==> config.mk <==
export PLATFORM = sky130hd
export DESIGN_NAME = saturating_q16_alu
export DESIGN_NICKNAME = d
export VERILOG_FILES = /design/src/sv/sq16_pkg.sv /design/src/sv/saturating_q16_alu.sv
export SDC_FILE = /design/constraint.sdc
export NUM_CORES = 2
export LEC_CHECK = 0
export ABC_AREA = 1
export BUFFER_PORTS_ARGS = -buffer_cell sky130_fd_sc_hd__buf_2
export CAP_MARGIN = 40
export CORE_UTILIZATION = 55
export DETAILED_ROUTE_END_ITERATION = 6
export PLACE_DENSITY = 0.72
export SYNTH_ARGS = -nofsm -noshare
export SYNTH_HDL_FRONTEND = slang
export SYNTH_SLANG_ARGS = --single-unit
==> constraint.sdc <==
create_clock -name clk -period 10.7 [get_ports clk]
set_input_delay 2.14 -clock clk [delete_from_list [all_inputs] [get_ports clk]]
set_output_delay 2.14 -clock clk [all_outputs]
set_load 0.1 [all_outputs]
==> src/sv/sq16_pkg.sv <==
// ----------------------------------------------------------------------------
// sq16_pkg: shared types and constants for the saturating Q16.16 ALU
// Opcodes, sequencer states, flag positions and the 32-bit saturation helper.
// ----------------------------------------------------------------------------
package sq16_pkg;

    localparam int FRAC_BITS = 16;
    localparam int DIV_BITS  = 32 + FRAC_BITS;
    localparam int CNT_W     = $clog2(DIV_BITS);

    localparam logic [5:0]  MAX_SHIFT = 6'd62;
    localparam logic [63:0] DIV_MASK  = (64'd1 << DIV_BITS) - 64'd1;
    localparam logic [63:0] SAT_MAX   = 64'h0000_0000_7FFF_FFFF;
    localparam logic [63:0] SAT_MIN   = 64'hFFFF_FFFF_8000_0000;

    localparam int NUM_FLAGS = 4;
    localparam int FLAG_OVF  = 0;
    localparam int FLAG_UNF  = 1;
    localparam int FLAG_DIVZ = 2;
    localparam int FLAG_DOM  = 3;

    typedef enum logic [2:0] {
        OP_ADD   = 3'd0,
        OP_SUB   = 3'd1,
        OP_MUL64 = 3'd2,
        OP_MULQ  = 3'd3,
        OP_DIVQ  = 3'd4,
        OP_SHIFT = 3'd5,
        OP_CLAMP = 3'd6,
        OP_CLEAR = 3'd7
    } op_t;

    typedef enum logic [2:0] {
        ST_IDLE,
        ST_ADD,
        ST_MUL,
        ST_PASS,
        ST_SHIFT,
        ST_ROUND,
        ST_DIV,
        ST_DIV_FIX
    } state_t;

    typedef struct packed {
        logic [63:0] value;
        logic        ovf;
        logic        unf;
    } sat_t;

    // Clamps a signed 64-bit value to the signed 32-bit range.
    function automatic sat_t sat32(input logic [63:0] x);
        sat_t r;
        r.ovf = !x[63] && (x[62:31] != '0);
        r.unf = x[63] && (x[62:31] != '1);
        if (r.ovf)
        begin
            r.value = SAT_MAX;
        end
        else if (r.unf)
        begin
            r.value = SAT_MIN;
        end
        else
        begin
            r.value = x;
        end
        return r;
    endfunction

endpackage

==> src/sv/saturating_q16_alu.sv <==
// ----------------------------------------------------------------------------
// saturating_q16_alu: fixed-point ALU with sticky fault flags
// One shared 64-bit adder under a small sequencer serves add, subtract,
// rounding, restoring division steps and the final sign fix.
// ----------------------------------------------------------------------------
// States: none for clear and divide by zero; ADD for add and subtract; SHIFT
// for clamp and out-of-range shift; SHIFT, ROUND for round shift; MUL, PASS
// for 64-bit product; MUL, SHIFT, ROUND for Q16.16 multiply; DIV (one quotient
// bit per cycle), DIV_FIX for Q16.16 divide. busy stays high until done is
// shown, so one item is in work at a time. The receiver cannot stall: done is
// high for a single cycle. Reset clears the sequencer, the strobe and flags.
module saturating_q16_alu
    import sq16_pkg::*;
(
    input  logic               clk,
    input  logic               rst_n,
    input  logic               start,
    output logic               busy,
    input  logic [2:0]         op,
    input  logic signed [31:0] operand_a,
    input  logic signed [31:0] operand_b,
    input  logic signed [63:0] wide_value,
    input  logic [5:0]         shift_amount,
    output logic               done,
    output logic signed [63:0] result,
    output logic               overflow_flag,
    output logic               underflow_flag,
    output logic               div_zero_flag,
    output logic               domain_flag,
    output logic               any_fault
);

    state_t                 state_reg, state_next;
    logic                   done_reg, done_next;
    logic [NUM_FLAGS-1:0]   flags_reg, flags_next;

    op_t                    op_reg, op_next;
    logic signed [31:0]     a_reg, a_next;
    logic signed [31:0]     b_reg, b_next;
    logic signed [63:0]     acc_reg, acc_next;
    logic [5:0]             shamt_reg, shamt_next;
    logic                   inc_reg, inc_next;
    logic [31:0]            dvs_reg, dvs_next;
    logic [31:0]            rem_reg, rem_next;
    logic                   neg_reg, neg_next;
    logic [CNT_W-1:0]       cnt_reg, cnt_next;
    logic signed [63:0]     result_reg, result_next;

    logic [63:0]            add_x, add_y, add_sum;
    logic                   add_sub;
    logic [32:0]            trial;
    logic signed [63:0]     product;
    logic signed [63:0]     shifted;
    logic [5:0]             shamt_m1;
    logic                   guard, sticky;
    logic [31:0]            mag_a, mag_b;
    sat_t                   sat_res;

    assign trial    = {rem_reg, acc_reg[DIV_BITS-1]};
    assign product  = a_reg * b_reg;
    assign shifted  = acc_reg >>> shamt_reg;
    assign shamt_m1 = shamt_reg - 6'd1;
    assign guard    = acc_reg[shamt_m1];
    assign sticky   = |(acc_reg & ~({64{1'b1}} << shamt_m1));
    assign mag_a    = operand_a[31] ? (~operand_a + 32'd1) : operand_a;
    assign mag_b    = operand_b[31] ? (~operand_b + 32'd1) : operand_b;

    // Operand selection for the shared adder.
    always_comb
    begin
        add_x   = '0;
        add_y   = '0;
        add_sub = 1'b0;
        case (state_reg)
            ST_ADD:
            begin
                add_x   = {{32{a_reg[31]}}, a_reg};
                add_y   = {{32{b_reg[31]}}, b_reg};
                add_sub = (op_reg == OP_SUB);
            end
            ST_ROUND:
            begin
                add_x = acc_reg;
                add_y = {63'd0, inc_reg};
            end
            ST_DIV:
            begin
                add_x   = {31'd0, trial};
                add_y   = {32'd0, dvs_reg};
                add_sub = 1'b1;
            end
            ST_DIV_FIX:
            begin
                add_y   = acc_reg;
                add_sub = neg_reg;
            end
            default:
            begin
                add_sub = 1'b0;
            end
        endcase
    end

    assign add_sum = add_x + (add_y ^ {64{add_sub}}) + {63'd0, add_sub};

    always_comb
    begin
        state_next  = state_reg;
        done_next   = 1'b0;
        flags_next  = flags_reg;
        op_next     = op_reg;
        a_next      = a_reg;
        b_next      = b_reg;
        acc_next    = acc_reg;
        shamt_next  = shamt_reg;
        inc_next    = inc_reg;
        dvs_next    = dvs_reg;
        rem_next    = rem_reg;
        neg_next    = neg_reg;
        cnt_next    = cnt_reg;
        result_next = result_reg;
        sat_res     = sat32((state_reg == ST_SHIFT) ? acc_reg : add_sum);

        case (state_reg)
            ST_IDLE:
            begin
                if (start)
                begin
                    op_next    = op_t'(op);
                    a_next     = operand_a;
                    b_next     = operand_b;
                    acc_next   = wide_value;
                    shamt_next = shift_amount;
                    case (op_t'(op))
                        OP_ADD, OP_SUB:
                        begin
                            state_next = ST_ADD;
                        end
                        OP_MUL64, OP_MULQ:
                        begin
                            state_next = ST_MUL;
                        end
                        OP_DIVQ:
                        begin
                            if (operand_b == 32'sd0)
                            begin
                                result_next          = '0;
                                flags_next[FLAG_DIVZ] = 1'b1;
                                done_next            = 1'b1;
                            end
                            else
                            begin
                                acc_next   = $signed(64'({mag_a, {FRAC_BITS{1'b0}}}));
                                dvs_next   = mag_b;
                                neg_next   = operand_a[31] ^ operand_b[31];
                                rem_next   = '0;
                                cnt_next   = CNT_W'(DIV_BITS - 1);
                                state_next = ST_DIV;
                            end
                        end
                        OP_SHIFT:
                        begin
                            state_next = ST_SHIFT;
                        end
                        OP_CLAMP:
                        begin
                            // A clamp is a shift by zero.
                            shamt_next = '0;
                            state_next = ST_SHIFT;
                        end
                        OP_CLEAR:
                        begin
                            flags_next  = '0;
                            result_next = '0;
                            done_next   = 1'b1;
                        end
                        default:
                        begin
                            state_next = ST_IDLE;
                        end
                    endcase
                end
            end
            ST_ADD, ST_ROUND, ST_DIV_FIX:
            begin
                result_next          = sat_res.value;
                flags_next[FLAG_OVF] = flags_reg[FLAG_OVF] | sat_res.ovf;
                flags_next[FLAG_UNF] = flags_reg[FLAG_UNF] | sat_res.unf;
                done_next            = 1'b1;
                state_next           = ST_IDLE;
            end
            ST_MUL:
            begin
                acc_next   = product;
                shamt_next = 6'(FRAC_BITS);
                state_next = (op_reg == OP_MUL64) ? ST_PASS : ST_SHIFT;
            end
            ST_PASS:
            begin
                result_next = acc_reg;
                done_next   = 1'b1;
                state_next  = ST_IDLE;
            end
            ST_SHIFT:
            begin
                if (shamt_reg > MAX_SHIFT)
                begin
                    result_next          = '0;
                    flags_next[FLAG_DOM] = 1'b1;
                    done_next            = 1'b1;
                    state_next           = ST_IDLE;
                end
                else if (shamt_reg == 6'd0)
                begin
                    result_next          = sat_res.value;
                    flags_next[FLAG_OVF] = flags_reg[FLAG_OVF] | sat_res.ovf;
                    flags_next[FLAG_UNF] = flags_reg[FLAG_UNF] | sat_res.unf;
                    done_next            = 1'b1;
                    state_next           = ST_IDLE;
                end
                else
                begin
                    // Round half to even: up when above half, or at half with an odd shifted value.
                    acc_next   = shifted;
                    inc_next   = guard & (sticky | shifted[0]);
                    state_next = ST_ROUND;
                end
            end
            ST_DIV:
            begin
                if (!add_sum[63])
                begin
                    rem_next = add_sum[31:0];
                end
                else
                begin
                    rem_next = trial[31:0];
                end
                acc_next = ((acc_reg << 1) | {63'd0, !add_sum[63]}) & DIV_MASK;
                cnt_next = cnt_reg - CNT_W'(1);
                if (cnt_reg == '0)
                begin
                    state_next = ST_DIV_FIX;
                end
            end
            default:
            begin
                state_next = ST_IDLE;
            end
        endcase
    end

    always_ff @(posedge clk or negedge rst_n)
    begin
        if (!rst_n)
        begin
            state_reg <= ST_IDLE;
            done_reg  <= 1'b0;
            flags_reg <= '0;
        end
        else
        begin
            state_reg <= state_next;
            done_reg  <= done_next;
            flags_reg <= flags_next;
        end
    end

    always_ff @(posedge clk)
    begin
        op_reg     <= op_next;
        a_reg      <= a_next;
        b_reg      <= b_next;
        acc_reg    <= acc_next;
        shamt_reg  <= shamt_next;
        inc_reg    <= inc_next;
        dvs_reg    <= dvs_next;
        rem_reg    <= rem_next;
        neg_reg    <= neg_next;
        cnt_reg    <= cnt_next;
        result_reg <= result_next;
    end

    assign busy           = (state_reg != ST_IDLE);
    assign done           = done_reg;
    assign result         = result_reg;
    assign overflow_flag  = flags_reg[FLAG_OVF];
    assign underflow_flag = flags_reg[FLAG_UNF];
    assign div_zero_flag  = flags_reg[FLAG_DIVZ];
    assign domain_flag    = flags_reg[FLAG_DOM];
    assign any_fault      = |flags_reg;

    // A result is only shown once the sequencer is back at rest.
    assert property (@(posedge clk) disable iff (!rst_n) done |-> !busy)
        else $error("done while busy");

    // Add and subtract go through the adder state and report done in the cycle after it.
    assert property (@(posedge clk) disable iff (!rst_n)
        (start && !busy && (op == OP_ADD || op == OP_SUB)) |=> busy ##1 done)
        else $error("add or subtract latency wrong");

    // A clear reports no faults at all.
    assert property (@(posedge clk) disable iff (!rst_n)
        (start && !busy && op == OP_CLEAR) |=> done && !any_fault && result == '0)
        else $error("clear left a flag or a value");

    // Every result except the full product lies in the 32-bit range.
    assert property (@(posedge clk) disable iff (!rst_n)
        (done && op_reg != OP_MUL64) |-> (result[63:31] == '0 || result[63:31] == '1))
        else $error("result outside 32-bit range");

    // Sticky flags only change when a result is reported.
    assert property (@(posedge clk) disable iff (!rst_n)
        !$stable(flags_reg) |-> done)
        else $error("flags changed without a result");

endmodule
==> impl_metrics.py <==
metrics = {
    "status": {
        "outcome": "completed",
    },
    "clock_network": {
        "post_cts_resized": 0,
        "clkSinkCount": 281,
        "insertion_delay_ps": 640,
        "clk_pin_slew_ps": 60,
        "root_buffer": "clkbuf_16",
        "cts_tree": "done",
        "postCtsHoldBufs": 0,
        "clockBufferDepth": 3,
        "cts_made_buffers": 39,
        "htreeDepth": 2,
        "post_cts_buffers": 0,
    },
    "critical_path": {
        "crit_top_cell": "fa_1",
        "start_kind": "register",
        "cp_slowest_cell": "edfxtp_1",
        "critPathArrivalTime_ps": 9020,
        "crit_path_max_fanout": 17,
        "cpPeakStageDelay_ps": 940,
        "reg2reg_from": "b_reg[6]",
        "cp-end-kind": "register",
        "crit_start": "b_reg[6]",
        "critPathRequiredTime_ps": 11080,
        "critPathKind": "register to register",
    },
    "floorplanning": {
        "fp.dieW_um": 341.3,
        "boundaryPins": 211,
        "start_util_pct": 55.45,
        "core_area_um2": 114200,
        "dieArea_um2": 116500,
        "rows": 124,
        "die_h_um": 341.3,
    },
    "final_layout": {
        "drive_gt1_share_pct": 5.900,
        "finalNetCount": 9922,
        "syn2layout_area_growth_pct": 6.410,
        "fin_util_pct": 59.00,
    },
    "synthesis": {
        "synth_edf_count": 273,
        "synthFlopType": "edfxtp_1",
        "synth_cell_types": 56,
        "syn_inst": 8475,
        "syn-cell-area_um2": 63320,
        "synth-seq-area-share_pct": 13.26,
        "ys_warn_count": 0,
        "synthArstFlopShare_pct": 2.847,
        "syn_avg_cell_area_um2": 7.471,
        "synth_seq_cells": 281,
        "synth.net_count": 9953,
    },
    "detailed_routing": {
        "drc": 0,
        "num_vias": 59610,
        "routed_wl_um": 264000,
        "routedWlPerCell_um": 26.43,
        "via_per_inst": 5.967,
        "drt_first_pass_iters": 7,
        "ant_nets": 0,
        "drt_iter0_drc": 8526,
    },
    "global_routing": {
        "first_global_vias": 59490,
        "grt_pass1_wl_um": 388200,
        "globalRoute.totalOverflow": 0,
        "grt_max_degree": 77,
        "grt_antenna_before_repair": 13,
        "grt_use_total_pct": 45.67,
    },
    "worst_hold_path": {
        "hp-start": "flags_reg[0]",
        "hp-class": "register to register",
    },
    "timing": {
        "max_freq_ghz": 0.1157,
        "setup-violations-final": 0,
        "tightest_slew_ps": 965.2,
        "min_period_ps": 8646,
        "slew_viol_final": 0,
        "hold_viol": 0,
        "finalCritPeriodShare_pct": 80.80,
        "fin_setup_tns_ps": 0,
        "rsz0062_at_grt": "false",
        "skew_ps": 63.32,
        "timing.slew.headroom_pct": 34.97,
    },
    "job": {
        "cap_violations": 0,
    },
    "placement": {
        "io_buffers": 210,
        "dp_hpwl_um": 214400,
        "place_congestion": 1.076,
    },
}
==> critical path: cells and delay by family, from the launching register on <==
family | cells | cell delay [ps]
AO/OA/AOI/OAI | 5 | 900
adder cells (fa/ha/maj) | 9 | 4550
buffers and inverters | 5 | 690
flip-flops | 1 | 940
AND/OR/NAND/NOR | 8 | 1330
==> worst paths after layout <==
path                                     end  slack, ps  cells after the start
worst max-delay path             acc_reg[61]       2050                     27
worst min-delay path            flags_reg[0]        550                      2
worst max register to register   acc_reg[61]       2050                     27
worst min register to register  flags_reg[0]        550                      2
max in group asynchronous       state_reg[1]       9180                      1
min in group asynchronous               done       1350                      1
==> cells by family (layout without fill, tap and decap cells) <==
family	after synthesis	after routing	synth area share, %
mux	34	34	0.5375
other cells	0	2	0
flops	281	281	13.26
fa+ha+maj	1338	1338	39.28
simple gates	2929	2929	18.38
compound gates	1283	1283	11.52
xor+xnor	184	184	2.545
buf+inv	2426	2426	14.47
==> layout make-up <==
class	instances	area (um2)
Clock inverter	26	284.0
Multi-Input combinational cell	5768	45860
Clock buffer	46	1023
Inverter	1972	7402
Timing Repair Buffer	382	2514
Tap cell	1512	1892
Sequential cell	281	8398
Antenna cell	2	5.005
Fill cell	10590	46810
==> synthesized netlist by cell type (24+ instances only) <==
cell type	count	area (um2)
o21ai_0	533	2668
ha_1	255	3191
a31oi_1	32	200.2
edfxtp_1	273	8198
nor4_1	24	150.1
xnor2_1	55	481.7
mux2i_1	34	340.3
nand4_1	39	244.0
nor3_1	39	195.2
fa_1	1083	21680
nor2_1	405	1520
o22ai_1	30	187.7
o211ai_1	101	758.2
inv_1	1963	7368
o2111ai_1	34	297.8
nand2_1	2180	8183
clkbuf_1	401	1505
a21oi_1	405	2027
nand3_1	177	885.9
xor2_1	129	1130
buf_1	35	131.4
==> routing by layer <==
metal	track usage (%)	wire length (um)	part of all wire [%]
met5	0	263	0.10
met1	63.34	103000	39
met2	64.68	108300	41
met3	15.69	38700	15
met4	19.77	13790	5.2
==> stage by stage <==
stage	instances	cell area [um2]	worst slack [ps]	hold slack (ps)
6_report	9989	67380	2054	554.6
5_1_grt	9987	67370	1678	573.3
4_1_cts	9982	67310	2063	559.8
3_5_place_dp	9910	66010	2060	545.1
3_3_place_gp	9891	65750	2158	534.6
2_1_floorplan	8475	63320	1704	504.0
==> cell usage in the layout, fill, tap and decap left out, drive strengths merged, types with 6 or more instances in the layout <==
cell        n
clkinv     17
dfrtp       8
a21oi     407
mux2i      34
o311ai      7
buf       381
o211ai    101
a211oi      6
a221oi     20
o21ai     544
o2111ai    34
nor2      409
or2        21
nand4      39
a22oi      17
a21o       17
ha        255
xor2      129
a31oi      32
nand3b     19
o21bai     13
nand3     180
o21a       17
edfxtp    273
a21boi     12
o221ai     12
nand2    2188
nor3       39
inv      1972
nor4       24
clkbuf     47
xnor2      55
o22ai      30
fa       1083
Power is left out: the tool's default activity adds up to more than one toggle a clock period on the data nets, which glitch-free logic cannot reach.
